<file path="src/rtl/cpr_pkg.sv">
`timescale 1ns / 1ps
// ----------------------------------------------------------------------------
// cpr_pkg
// Shared types and constants for the closest-points-between-rays core.
// ----------------------------------------------------------------------------
package cpr_pkg;

   localparam int unsigned DIV_STAGES  = 32;
   localparam int unsigned ROOT_STAGES = 32;

   localparam logic [31:0] LIMIT_RESET = 32'd43;
   localparam logic        IDX_LIMIT   = 1'b0;

   typedef struct packed {
      logic [2:0][31:0] d1;
      logic [2:0][31:0] d2;
      logic [2:0][32:0] w;
   } item_type;

   typedef struct packed {
      logic        valid;
      logic        full;
   } queue_stat_type;

   typedef struct packed {
      logic        valid;
      logic        parallel;
      logic [31:0] sc;
      logic [31:0] tc;
      item_type    item;
   } geom_type;

   typedef struct packed {
      logic        valid;
      logic        parallel;
      logic [31:0] param_one;
      logic [31:0] param_two;
      logic [31:0] separation;
   } result_type;

endpackage

</file>
<file path="src/rtl/cpr_front.sv">
`timescale 1ns / 1ps
// ----------------------------------------------------------------------------
// cpr_front
// Item intake, origin difference, and the limit register on the APB port.
// ----------------------------------------------------------------------------
module cpr_front (
   input  logic                  clock,
   input  logic                  reset,
   input  logic                  start,
   input  logic                  full,
   input  logic [2:0][31:0]      o1,
   input  logic [2:0][31:0]      d1,
   input  logic [2:0][31:0]      o2,
   input  logic [2:0][31:0]      d2,
   input  logic                  psel,
   input  logic                  penable,
   input  logic                  pwrite,
   input  logic [2:0]            paddr,
   input  logic [31:0]           pwdata,
   output logic [31:0]           prdata,
   output logic [31:0]           limit,
   output logic                  push,
   output cpr_pkg::item_type     item
);

   logic              valid_ff, valid_in;
   cpr_pkg::item_type item_ff, item_in;
   logic [31:0]       limit_ff, limit_in;

   always_comb begin
      valid_in = start && !full;
      item_in.d1 = d1;
      item_in.d2 = d2;
      for (int k = 0; k < 3; k++) begin
         item_in.w[k] = 33'($signed(o1[k])) - 33'($signed(o2[k]));
      end
      limit_in = limit_ff;
      if (psel && penable && pwrite && paddr[2] == cpr_pkg::IDX_LIMIT) begin
         limit_in = pwdata;
      end
   end

   always_ff @(posedge clock) begin
      if (reset) begin
         valid_ff <= 1'b0;
         limit_ff <= cpr_pkg::LIMIT_RESET;
      end else begin
         valid_ff <= valid_in;
         limit_ff <= limit_in;
      end
   end

   always_ff @(posedge clock) begin
      item_ff <= item_in;
   end

   assign prdata = (paddr[2] == cpr_pkg::IDX_LIMIT) ? limit_ff : 32'd0;
   assign limit  = limit_ff;
   assign push   = valid_ff;
   assign item   = item_ff;

endmodule

</file>
<file path="config.mk">
export PLATFORM = sky130hd
export DESIGN_NAME = cpr_front
export DESIGN_NICKNAME = d
export VERILOG_FILES = /design/src/rtl/cpr_pkg.sv /design/src/rtl/cpr_front.sv
export SDC_FILE = /design/constraint.sdc
export NUM_CORES = 1
export LEC_CHECK = 0
export ABC_AREA = 1
export BUFFER_PORTS_ARGS = -buffer_cell sky130_fd_sc_hd__buf_2
export CAP_MARGIN = 20
export CORE_AREA = 2 2 300 302
export DETAILED_ROUTE_END_ITERATION = 6
export DIE_AREA = 0 0 302 304
export PLACE_DENSITY = 0.46
export SYNTH_ARGS = -nofsm -noshare
export SYNTH_HDL_FRONTEND = slang
export SYNTH_SLANG_ARGS = --single-unit
</file>
<file path="constraint.sdc">
create_clock -name clock -period 4.32 [get_ports clock]
set_input_delay 0.432 -clock clock [delete_from_list [all_inputs] [get_ports clock]]
set_output_delay 0.432 -clock clock [all_outputs]
set_load 0.05 [all_outputs]
</file>
# Yosys cells after proc, flatten, opt, wreduce, memory -nomap -nowiden
# Index checks and enable logic that the tools add are counted.
# word_totals
ff_bits	324
inputBits	426
out_inout_bits	356
word_cells	21
# op_classes
addsub	3
n_mux	1
n_bitwise	1
reduce_logical	5
# ops
op	n
subtractor 32 x 32 -> 33 bit	3
two-way mux 32 bit	1
logical AND 1 bit	4
logical NOT 1 bit	1
inverter 1 bit	1

# Depth between registers and ports, before layout
# logic_depth
word_depth	3
ltp_mapped	14
mapped_depth_nobuf	14

# Worst setup path after synthesis
# OpenSTA, ideal clock, no wires.
# synth_timing
path_kind	in2reg
startpoint	in o1[64] (netlist bit)
endpoint	reg item_ff (netlist bit item[98])
setup_ns	0.112
t_arrival_ns	1.735
required_ns	4.208
setup_slack_ns	2.473
stages	13
n_path_buf	0
path_cell_list	inv_1 > ha_1 > fa_1 > inv_1 > nand2_1 > nand2_1 > nand3_1 > nand2_1 > nand2_1 > nand2_1 > nand2_1 > nand3_1 > nand2_1
# synth_rtl
item	line	source
start, declared	cpr_front.sv:11	input logic [2:0][31:0] o1,
end signal, assigned	cpr_front.sv:54	item_ff <= item_in;
end, declared	cpr_front.sv:27	cpr_pkg::item_type item_ff, item_in;

# Worst setup path in the final report
# layout_timing
startpoint	reg limit_ff[14] (netlist: limit[14])
endpoint	out prdata[14]
# layout_between
elab_chain_cells	1
# layout_rtl
item	line	source
start, declared	cpr_front.sv:28	logic [31:0] limit_ff, limit_in;
start signal, assigned	cpr_front.sv:46	limit_ff <= cpr_pkg::LIMIT_RESET;
start signal, assigned	cpr_front.sv:49	limit_ff <= limit_in;
two-way mux 32 bit	cpr_front.sv:57	assign prdata = (paddr[2] == cpr_pkg::IDX_LIMIT) ? limit_ff : 32'd0;
end, declared	cpr_front.sv:20	output logic [31:0] prdata,
# No other way between the ends.

==> metrics.yaml <==
outcome: "finished clean"
start_util_pct: 16.69
cts_resized: 0
cp_cell_sequence: "inv_1 -> nor2_1 -> buf_2"
regToRegStartpoint: "limit[3]$_SDFFE_PP1P_"
grt_max_degree: 57
synthArstFlopShare_pct: 0
synth_cells: 2148
dr.pass1.iters: 5
final-max-slew-violation-count: 0
drv_cap: 0
rsz0062_at_grt: "false"
synth_compound_area_share_pct: 4.547
synth_top_family_by_area: "simple AND/OR/NAND/NOR gates"
cp.arrival_ns: 1.54
ys_types: 28
slew_headroom_pct: 55.10
critPathRequiredTime_ns: 3.89
fin_tns_setup_ns: 0
drive_above_1_share_pct: 27.09
clockBufferDepth: 3
ys.flop_type: "dfxtp_1"
routed_wl_mm: 62.56
rows: 110
synth_area_leaders: "dfxtp_1, nand2_1, inv_1, ha_1, nor2_1"
holdCritPathClass: "in2reg"
clock_skew_ns: 0
max_stage_delay_ns: 0.34
wire_per_inst_um: 14.31
synth_xor_area_share_pct: 2.652
cts_setup_buffers: 0
area_delta_synth_final_pct: 59.43
antenna_found_initial: 20
grt-ovfl-total: 0
internal_power_uw: 6611
power_frac_seq_pct: 33.1
setup_viol_count_final: 0
switchingPower_uw: 3612
worstSetupPathType: "reg2out"
p_leak_uw: 0.01375
ys_ff_latch: 324
power.density_nw_per_um2: 431.5
cts_buffers: 42
ant_nets: 0
crit_path_max_fanout: 2
start_kind: "flop"
viasPerCell: 3.640
drc: 0
grt_pass1_wl_mm: 91.83
ys_seq_area_share_pct: 43.65
dieHeight_um: 304
nNetsFinal: 3675
synth.avg_cell_area_um2: 6.918
clock_sinks: 324
pwr-share-comb_pct: 27.8
yosysTopAreaCell: "dfxtp_1"
cts_max_level: 2
synth_top_area_share_pct: 43.65
io_buffers: 779
crit_path_end_kind: "output pin"
synth_commonest_cells: "nand2_1, inv_1, dfxtp_1"
syn_nets: 2673
die-area_um2: 91810
coreArea_um2: 89050
fmax_ghz: 0.5078
sw_frac_of_total_pct: 35.33
synthMuxAreaShare_pct: 0
power_uw: 10220
synth_edf_count: 0
clock_latency_ns: 0.58
grt_pass1_vias: 15920
syn_area_um2: 14860
num_io_pins: 782
clockPowerShare_pct: 39.1
gp_congestion: 0.8583
final-hold-violation-count: 0
yosys.area_share.simple_pct: 26.96
cts_tree: "built"
min_period_ns: 1.969
synth_most_common_cell: "nand2_1"
via_count: 15910
synth_fa_ha_area_share_pct: 8.488
fin_crit_sh_pct: 45.58
cpMaxStageDelayCell: "buf_2"
die_w_um: 302
clkTransAtPathRegs_ns: 0.06
peakVddDrop_v: 0.0003406
cp-startpoint: "limit[14]$_SDFFE_PP0P_"
first_iter_violations: 751
min-delay-start: "pwdata[1]"
worstMarginPinSlew_ns: 0.6736
grt_use_total_pct: 13.12
yosysWarnings: 0
root_buffer: "clkbuf_16"
hpwl_mm: 51.25
==> layout by cell type (no fill, tap or decap), types with 9 or more instances in the layout <==
master	count
nand3_1	71
a21oi_1	89
inv_1	510
buf_2	779
diode_2	12
xor2_1	39
clkbuf_16	43
nand2_1	769
nor2_1	159
ha_1	96
clkbuf_8	9
dlygate4sd3_1	193
nand4_1	12
bufinv_16	9
dfxtp_1	324
o21ai_0	16
==> power by group through the flow <==
stage          clock [uW]  sequential, uW  combinational (uW)
3_3_place_gp            0            3450                2720
5_1_grt              4250            3410                3080
3_5_place_dp            0            3450                2720
6_report             3990            3380                2840
4_1_cts              4140            3390                2860
2_1_floorplan           0            4470                 833
==> cells by family (layout without fill, tap and decap cells) <==
group,after synthesis,in the layout
AOI/OAI and AO/OA,127,127
xor gates and xnor gates,45,45
adders and majority gates,99,99
buffers and inverters,526,1560
DFF,324,324
other,0,12
and+or+nand+nor,1027,1027
==> timing repair <==
item,4_1_cts,5_1_grt
hold endpoints to repair,193,0
hold buffers,193,0
endpoints found under the setup margin,0,0
==> final cells by class <==
type | count | area, um^2
Sequential cell | 324 | 6486
Inverter | 511 | 1921
Timing Repair Buffer | 973 | 5858
Antenna cell | 12 | 30.03
Clock buffer | 54 | 1207
Tap cell | 1176 | 1471
Multi-Input combinational cell | 1298 | 6337
Fill cell | 9796 | 65360
Clock inverter | 22 | 379.1
==> sequential cells by signal (all words and copies together) (netlist names) <==
signal  count
item      291
limit      32
push        1
==> critical path, delay by kind of cell, from the launching register on <==
kind | cells | cell delay, ns
simple gates | 1 | 0.24
flops | 1 | 0.32
buf+inv | 2 | 0.40
==> layer usage <==
metal,part of all wire (%),track usage [%],routed length (um)
met5,0.086,0,54
met4,3.6,6.321,2272
met3,7.7,3.513,4821
met2,50,23.76,31220
met1,39,13.95,24190
==> path summary, 6_finish.rpt <==
check,cells past startpoint,endpoint,slack (ns)
min,3,limit[1]$_SDFFE_PP1P_,0.07
max reg2reg,2,limit[3]$_SDFFE_PP1P_,3.69
max,3,prdata[14],2.35
min reg2reg,2,limit[11]$_SDFFE_PP0P_,0.46
==> per-stage QoR <==
stage	cells	setup WS, ns	cell area (um^2)	hold slack, ns	util [%]
after floorplan	2148	2.473	14860	0.4597	-
after global placement	4088	2.030	20110	0.4554	22.59
after detailed placement	4088	2.015	20110	0.4594	22.59
after CTS	4357	2.293	23630	0.01121	26.54
after global routing	4369	2.262	23690	0.04830	26.60
final	4370	2.351	23690	0.07327	26.60
No activity file was read; power rests on OpenSTA's default activity.
