--- src/rtl/cpr_pkg.sv ---
`timescale 1ns / 1ps
// ----------------------------------------------------------------------------
// cpr_pkg
// Shared types and constants for the closest-points-between-rays core.
// ----------------------------------------------------------------------------
package cpr_pkg;

   localparam int unsigned DIV_STAGES  = 32;
   localparam int unsigned ROOT_STAGES = 32;

   localparam logic [31:0] LIMIT_RESET = 32'd43;
   localparam logic        IDX_LIMIT   = 1'b0;

   typedef struct packed {
      logic [2:0][31:0] d1;
      logic [2:0][31:0] d2;
      logic [2:0][32:0] w;
   } item_type;

   typedef struct packed {
      logic        valid;
      logic        full;
   } queue_stat_type;

   typedef struct packed {
      logic        valid;
      logic        parallel;
      logic [31:0] sc;
      logic [31:0] tc;
      item_type    item;
   } geom_type;

   typedef struct packed {
      logic        valid;
      logic        parallel;
      logic [31:0] param_one;
      logic [31:0] param_two;
      logic [31:0] separation;
   } result_type;

endpackage

--- src/rtl/cpr_queue.sv ---
`timescale 1ns / 1ps
// ----------------------------------------------------------------------------
// cpr_queue
// Two-entry item queue between intake and the arithmetic pipeline.
// ----------------------------------------------------------------------------
module cpr_queue (
   input  logic                     clock,
   input  logic                     reset,
   input  logic                     push,
   input  cpr_pkg::item_type        push_item,
   output cpr_pkg::queue_stat_type  stat,
   output cpr_pkg::item_type        pop_item
);

   cpr_pkg::item_type mem [2];
   cpr_pkg::item_type out_item_ff;
   logic       out_valid_ff;
   logic       wr_ff, wr_in;
   logic       rd_ff, rd_in;
   logic [1:0] cnt_ff, cnt_in;
   logic       pop;

   always_comb begin
      pop    = cnt_ff != 2'd0;
      wr_in  = push ? !wr_ff : wr_ff;
      rd_in  = pop ? !rd_ff : rd_ff;
      cnt_in = cnt_ff + {1'b0, push} - {1'b0, pop};
   end

   always_ff @(posedge clock) begin
      if (reset) begin
         wr_ff        <= 1'b0;
         rd_ff        <= 1'b0;
         cnt_ff       <= 2'd0;
         out_valid_ff <= 1'b0;
      end else begin
         wr_ff        <= wr_in;
         rd_ff        <= rd_in;
         cnt_ff       <= cnt_in;
         out_valid_ff <= pop;
      end
   end

   always_ff @(posedge clock) begin
      if (push) begin
         mem[wr_ff] <= push_item;
      end
      if (pop) begin
         out_item_ff <= mem[rd_ff];
      end
   end

   assign stat.valid = out_valid_ff;
   assign stat.full  = cnt_ff == 2'd2;
   assign pop_item   = out_item_ff;

endmodule

--- config.mk ---
export PLATFORM = sky130hd
export DESIGN_NAME = cpr_queue
export DESIGN_NICKNAME = d
export VERILOG_FILES = /design/src/rtl/cpr_pkg.sv /design/src/rtl/cpr_queue.sv
export SDC_FILE = /design/constraint.sdc
export NUM_CORES = 1
export LEC_CHECK = 0
export ABC_AREA = 1
export BUFFER_PORTS_ARGS = -buffer_cell sky130_fd_sc_hd__clkbuf_2
export CAP_MARGIN = 5
export CORE_MARGIN = 4
export CORE_UTILIZATION = 35
export DETAILED_ROUTE_END_ITERATION = 16
export GPL_TIMING_DRIVEN = 0
export PLACE_DENSITY_LB_ADDON = 0.2
export SLEW_MARGIN = 10
export SYNTH_ARGS = -nofsm -noshare
export SYNTH_HDL_FRONTEND = slang
export SYNTH_SLANG_ARGS = --single-unit
--- constraint.sdc ---
create_clock -name clock -period 13.75 [get_ports clock]
set_input_delay 1.375 -clock clock [delete_from_list [all_inputs] [get_ports clock]]
set_output_delay 1.375 -clock clock [all_outputs]
set_load 0.1 [all_outputs]
# [After elaboration in Yosys (flattened, before gate mapping)]
# Memory sizes are Yosys's and may differ from the RTL's. A register that Yosys moved wholly into a read port is not among the register bits.
# Cells that the tools add are included.
# Widths: inputs -> output; s select.
[word_totals] reg_bits=5 latch_bits=0 mem_bits_rw=582 mem_bits_ro=0 inputBits=294 output_inout_bits=293 word_cells=13 n_memories=1
[classes] add_sub_neg=2 mul=0 div=0 magnitude_cmp=0 eq_ne=1 shifts=0 mux=2 bitwise=0 n_reduce_logical=3
[memory_table] name="mem" words=2 width=291 rd=1 rd_clocked_by_memory_dff=1 write_ports=1 line_no="cpr_queue.sv:15" rtl="cpr_pkg::item_type mem [2];"
[op_table] op="$add 2x1->2" count=1
[op_table] op="$eq 2x2->1 const B" count=1
[op_table] op="$logic_not 1->1" count=2
[op_table] op="$mux 1" count=2
[op_table] op="$reduce_bool 2->1" count=1
[op_table] op="$sub 2x1->2" count=1

# [Depth between registers and ports, before layout]
# Gate-level depths: netlist of run 1.
[logic_depth] depth_word=2 depth_mapped=6 mapped_depth_nobuf=6

# [Least setup slack after synthesis of run 1]
# OpenSTA, ideal clock, no wires.
[synth_path] path_type="input to register" from="input push" to="memory mem[0][0] in the netlist's numbering, enable pin" setup_time_ns=0.957 arrival_ns=13.569 required_time_ns=12.793 setup_slack_ns=-0.776 cell_stages=2 n_path_buf=0 cell_sequence="inv_1 > nor2_1"
[synth_via] elab_chain_len=2
[synth_rtl] item="start, declared" line_no="cpr_queue.sv:9" rtl="input logic push,"
[synth_rtl] item="$mux 1" line_no="cpr_queue.sv:45" rtl="if (push) begin"
[synth_rtl] item="$mux 1 (implied by the code)" line_no="cpr_queue.sv:46" rtl="mem[wr_ff] <= push_item;"
[synth_rtl] item="end, declared" line_no="cpr_queue.sv:15"
# Every way passes these cells.

==> results.cfg, run 1 <==
[outcome]
outcome = finished clean

[sta]
hold_viol_final = 0
rsz0062_at_grt = false
worst_pin_slew_ns = 0.819
setup_viol = 0
tns_ns = 0
layout_setup_ws_ns = 10.71
slew_headroom = 0.454
finClkSkew_ns = 0.0275
fmax_ghz = 0.329
period_minus_slack_ns = 3.04
final-max-slew-violation-count = 0
post-route-period-util = 0.221

[grt]
overflow = 0
antenna_found_initial = 15
grt_max_degree = 107
grt_util_all_layers = 0.149
grt_first_pass_wirelength_mm = 102
grt_pass1_vias = 16741

[synth]
synth_xor_area_frac = 0
synthAdderAreaFrac = 0.000417
synth_area_leader_cell = edfxtp_1
synth_top_family_by_area = simple AND/OR/NAND/NOR gates
synth_area_leaders = edfxtp_1 (87%), nand2_1 (11%), buf_2 (1.0%)
synth-seq-cells = 878
ys_types = 13
synth.top_cell.area_share = 0.873
synth.avg_cell_area_um2 = 16.3
synth_fp_nets = 2136
yosysWarnings = 0
synth_compound_gate_area_share = 0.000167
synthMuxAreaShare = 0
synth_area_mm2 = 0.0300
yosysSeqAreaShare = 0.876
synthSimpleGateAreaFrac = 0.111
netlist_instances = 1841

[critical_path]
path_cells = inv_1 -> nor2_1 -> clkbuf_2
critPathLaunchType = flop
arrival_ns = 1.67
cpMaxStageDelayCell = clkbuf_2
crit_required_ns = 12.38
r2r_setup_slack_ns = 11.37
cpPeakStageDelay_ns = 0.49
critPathKind = flop to output port
critPathMaxFanout = 4
cp-end-kind = output port

[route]
ant_nets = 0
drt_iter0_drc = 783
wl_per_cell_um = 18.5
first_pass_iters = 5
via_per_inst = 4.35
routed_wl_mm = 69.8
dr_total_vias = 16413
drc = 0

[finish]
drive_above_1_share = 0.310
area_delta_synth_final_pct = 26.5
fin_nets = 2833
fin_area_mm2 = 0.0380
utilization = 0.446

[clock_tree]
cts_sinks = 878
cts_resized = 0
htreeDepth = 3
cts_tree = yes
cts_buffer_depth = 3
post_cts_buffers = 0
cts_root_buffer = clkbuf_16
cts_buffers = 92
hold_buffers = 0
cts.clk_slew.worst_paths_ns = 0.06
clk_latency_ns = 0.63

[floorplan]
coreArea_mm2 = 0.0851
fp-row-count = 107
die_w_um = 301
ios = 587
die_h_um = 301
start_util = 0.353
dieArea_mm2 = 0.0905

[place]
detailedPlace.worstSlack_ns = 10.15
port_buffers = 586
place_congestion = 0.775
place_hpwl_mm = 47.4
placed_cell_area_mm2 = 0.0348

[power_and_ir_drop]
pwr_density_cell_mw_per_mm2 = 167
p_leak_nw = 15.2
vdd_drop_max_uv = 107

[flow_run]
maxCapViolCount = 0

[worst_hold_path]
hold_class = flop to flop
-- power by group --
part	total, mW	internal (mW)	leakage (nW)	switching (mW)
clock	2.55	1.53	1.54	1.03
combinational	0.646	0.114	5.46	0.532
sequential	3.15	3.12	8.25	0.0342
total	6.35	4.76	15.2	1.59
-- sequential cells by signal, summed over array words and instances, names as in the netlist --
signal / cells
pop_item: 291
out_valid_ff: 1
mem: 582
wr_ff: 1
cnt_ff: 2
rd_ff: 1
-- critical path: cells and delay by family (launching register included) --
family / cells / cell delay (ns)
buf+inv: 2 / 0.56
flops: 1 / 0.37
simple gates: 1 / 0.11
-- worst paths after layout --
| check | startpoint | end | cells after the start |
|---|---|---|---|
| max | cnt_ff[1]$_SDFF_PP0_ | stat[0] | 3 |
| min | mem[0][266]$_DFFE_PP_ | pop_item[266]$_DFFE_PP_ | 2 |
| max reg2reg | wr_ff$_SDFFE_PP0P_ | mem[0][95]$_DFFE_PP_ | 6 |
| min reg2reg | mem[0][266]$_DFFE_PP_ | pop_item[266]$_DFFE_PP_ | 2 |
-- through the flow --
stage          hold slack [ns]  total power [mW]  cells
3_3_place_gp             0.488              3.89   3571
2_1_floorplan            0.487              3.70   1841
3_5_place_dp             0.496              3.87   3588
5_1_grt                  0.517              6.59   3763
6_report                 0.488              6.35   3769
4_1_cts                  0.481              6.44   3759
-- layer usage --
metal  global-route usage  wire length (um)
met3               0.0606              6860
met4               0.0488              1990
met1                0.170             26300
met2                0.256             34600
met5                    0                45
-- Yosys cell counts --
cell	n
buf_2	62
nor2_1	10
clkbuf_1	2
buf_4	1
inv_1	6
nand2_1	877
a21oi_1	1
nand3_1	1
ha_1	1
dfxtp_1	5
inv_2	1
edfxtp_1	873
nor3_1	1
-- cells by family after synthesis --
kind of cell / count (synthesis)
and+or+nand+nor: 889
AOI/OAI and AO/OA: 1
DFF: 878
buffers and inverters: 72
adders and majority gates: 1
-- cell usage in the layout (no fill, tap or decap), drive strengths merged --
cell type  count
a21oi          1
buf           80
bufinv        14
clkbuf       699
clkinv        39
clkinvlp       3
dfxtp          5
diode         10
edfxtp       873
ha             1
inv           11
nand2        877
nand3          1
nor2          10
nor3           1
-- final cells by class --
type,instances,area (um^2)
Inverter,7,41.3
Antenna cell,10,25.0
Clock inverter,60,739
Fill cell,7629,47200
Clock buffer,111,2420
Sequential cell,878,26300
Buffer,65,325
Timing Repair Buffer,603,3330
Tap cell,1144,1430
Multi-Input combinational cell,891,3360
(Power assumes the default switching activity.)
==> run 2: changes to the inputs <==
--- a/config.mk
+++ b/config.mk
@@ -5,7 +5,7 @@
 export SDC_FILE = /design/constraint.sdc
 export NUM_CORES = 1
 export LEC_CHECK = 0
-export ABC_AREA = 1
+export ABC_AREA = 0
 export BUFFER_PORTS_ARGS = -buffer_cell sky130_fd_sc_hd__clkbuf_2
 export CAP_MARGIN = 5
 export CORE_MARGIN = 4
==> constraint.sdc (replaced) <==
create_clock -name clock -period 2.9 [get_ports clock]
set_input_delay 0.29 -clock clock [delete_from_list [all_inputs] [get_ports clock]]
set_output_delay 0.29 -clock clock [all_outputs]
set_load 0.1 [all_outputs]
==> run 2 against run 1 <==
Compared with the run above: utilization is 3.0 points higher; combinational power grew to 5.8 times the previous value; clock power grew to 4.5 times the previous value; largest cell class unchanged; final cell count is 8.2% lower; non-clock buffer count is 269 higher; wire length is 5.7% lower; global-route usage is 1.1 points lower; hold slack worse by 0.14 ns; sequential power grew to 4.8 times the previous value; synthesized area is 3.8% higher; die area is 3.7% higher; first-iteration DRC count is 3.4% lower.
==> results.cfg, run 2 <==
[outcome]
outcome = finished clean

[critical_path]
crit_required_ns = 3.24
r2r_start = wr_ff$_SDFFE_PP0P_
startpoint = push
critPathMaxFanout = 27
critPathKind = input pin to flop
path_cells = dlygate4sd3_1 -> clkbuf_2 -> nor2b_4 -> buf_12 -> buf_12 -> buf_12 -> buf_16 -> buf_16 -> buf_12
timing.critical_path.mode_cell = buf_12
cp-end-kind = flop
arrival_ns = 3.01
critPathLaunchType = input pin
cpPeakStageDelay_ns = 0.64
cpMaxStageDelayCell = nor2b_4

[finish]
final_common_cell = edfxtp_1
top_register = mem
final_cells = 3461
fill_cells = 7402
utilization = 0.476
area_delta_synth_final_pct = 34.9
seqCellArea_mm2 = 0.0263
drive_above_1_share = 0.470
largest_reg_flops = 582
fin_area_mm2 = 0.0420
final_cell_mix = edfxtp_1 (873), clkbuf_2 (586), dlygate4sd3_1 (293), mux2_4 (268), clkbuf_16 (93)
multi_input_area_mm2 = 0.00440
fin_nets = 2511

[sta]
final-max-slew-violation-count = 0
finClkSkew_ns = 0.0324
period_minus_slack_ns = 2.67
rsz0062_at_grt = false
worst_pin_slew_ns = 0.742
slew_headroom = 0.505
fmax_ghz = 0.375
layout_setup_ws_ns = 0.232
post-route-period-util = 0.920
whs_ns = 0.347
hold_viol_final = 0
setup_viol = 0

[synth]
synth_area_leader_cell = edfxtp_1
synth-seq-cells = 878
ys_types = 20
synth_most_common_cell = edfxtp_1
synth_area_leaders = edfxtp_1 (84%), mux2_4 (13%), buf_8 (1.1%)
synth.avg_cell_area_um2 = 25.6
async_reset_ff_frac = 0
yosysWarnings = 0
ys.flop_type = edfxtp_1
synth_edf_count = 873
yosysSeqAreaShare = 0.844
synthTopCellsByCount = edfxtp_1 (873), mux2_4 (268), mux2_2 (23)
synth_area_mm2 = 0.0312
netlist_instances = 1219
synth.top_cell.area_share = 0.841
synth_fp_nets = 1514

[route]
routed_wl_mm = 65.8
ant_nets = 0
dr_total_vias = 15013
first_pass_iters = 4
drt_iter0_drc = 756
via_per_inst = 4.34
drc = 0
wl_per_cell_um = 19.0

[grt]
overflow = 0
grt_pass1_vias = 16530
grt_max_degree = 54
antenna_found_initial = 5
grt_first_pass_wirelength_mm = 98.2
grt_util_all_layers = 0.138

[worst_hold_path]
min_from = push_item[212]
hold_class = input pin to flop

[power_and_ir_drop]
p_sw_frac = 0.248
internal_power_mw = 22.8
netSwitchingPower_mw = 7.49
clkPwrFrac = 0.380
p_leak_nw = 15.9
combPwrFrac = 0.123
vdd_drop_max_uv = 522
pwr_density_cell_mw_per_mm2 = 719
seqPwrFrac = 0.496

[floorplan]
start_util = 0.353
fp-row-count = 109
dieArea_mm2 = 0.0939
die_w_um = 306
coreArea_mm2 = 0.0884
die_h_um = 306
ios = 587

[place]
place_congestion = 0.750
dp.cells = 2994
placed_cell_area_mm2 = 0.0361
detailedPlace.worstSlack_ns = 0.128
port_buffers = 586
place_hpwl_mm = 44.5

[clock_tree]
cts_sinks = 878
cts_buffer_depth = 3
htreeDepth = 3
cts.clk_slew.worst_paths_ns = 0.06
cts_resized = 0
cts_root_buffer = clkbuf_16
clk_latency_ns = 0.67
cts_tree = yes
cts_buffers = 92

[flow_run]
maxCapViolCount = 0
-- run 2: cell types whose count changed in the layout (fill, tap and decap cells not counted), moves of 8 or more --
cell,delta
nand2_1,-877
dlygate4sd3_1,+293
mux2_4,+268
buf_2,-60
mux2_2,+23
buf_8,+22
buf_6,+8
nor2_1,-8
-- run 2: metal layers --
| metal | track usage | share of wire | wire length (um) | up-vias |
|---|---|---|---|---|
| met5 | 0 | 0.00061 | 40 | - |
| met3 | 0.0587 | 0.097 | 6410 | 113 |
| met1 | 0.152 | 0.37 | 24700 | 7484 |
| li1 | - | - | - | 6926 |
| met4 | 0.0518 | 0.029 | 1910 | 6 |
| met2 | 0.237 | 0.50 | 32800 | 484 |
-- run 2: cell families (layout without fill, tap and decap cells) --
| logic type | Yosys count | in the layout | synth area share |
|---|---|---|---|
| other cells | 0 | 3 | 0 |
| simple gates | 11 | 11 | 0.00209 |
| buf+inv | 34 | 1108 | 0.0147 |
| flops | 878 | 878 | 0.844 |
| compound gates | 3 | 3 | 0.000723 |
| fa+ha+maj | 1 | 1 | 0.000401 |
| xor+xnor | 1 | 1 | 0.000281 |
| mux | 291 | 291 | 0.137 |
-- run 2: final timing paths --
check                               end  slack, ns  cells after the start
hold reg to reg    cnt_ff[1]$_SDFF_PP0_       0.53                      2
setup reg to reg  mem[0][160]$_DFFE_PP_       0.28                      7
hold / removal    mem[0][212]$_DFFE_PP_       0.35                      2
setup / recovery  mem[0][160]$_DFFE_PP_       0.23                      9
-- run 2: layout make-up --
| type | instances | share of cell area |
|---|---|---|
| tap | 1165 | 0.0347 |
| multi-input combinational | 307 | 0.105 |
| clock inverter | 60 | 0.0138 |
| timing repair buffer | 903 | 0.153 |
| clock buffer | 111 | 0.0570 |
| buffer | 34 | 0.0109 |
| sequential | 878 | 0.626 |
| antenna | 3 | 0.000179 |
-- run 2: power groups by stage --
stage                     clock network, mW  registers [mW]  logic (mW)
after global routing                   12.5            15.1        3.91
final                                  11.5            15.0        3.73
after detailed placement                  0            15.3        3.44
after global placement                    0            15.4        3.27
after floorplan                           0            16.8        1.05
after CTS                              11.8            15.0        3.79
-- run 2: metrics by stage --
| step | TNS [ns] | total power [mW] |
|---|---|---|
| after floorplan | -646.52 | 17.9 |
| after global placement | -2356.42 | 18.7 |
| after detailed placement | 0 | 18.7 |
| after CTS | 0 | 30.7 |
| after global routing | 0 | 31.4 |
| final | 0 | 30.2 |
-- run 2: critical path: cells and delay by family --
kind / cells / cell delay, ns
buf+inv: 8 / 1.98
simple gates: 1 / 0.64
-- run 2: repair_timing --
item,4_1_cts,5_1_grt
hold endpoints to repair,587,0
setup buffers,0,0
hold buffers,293,0
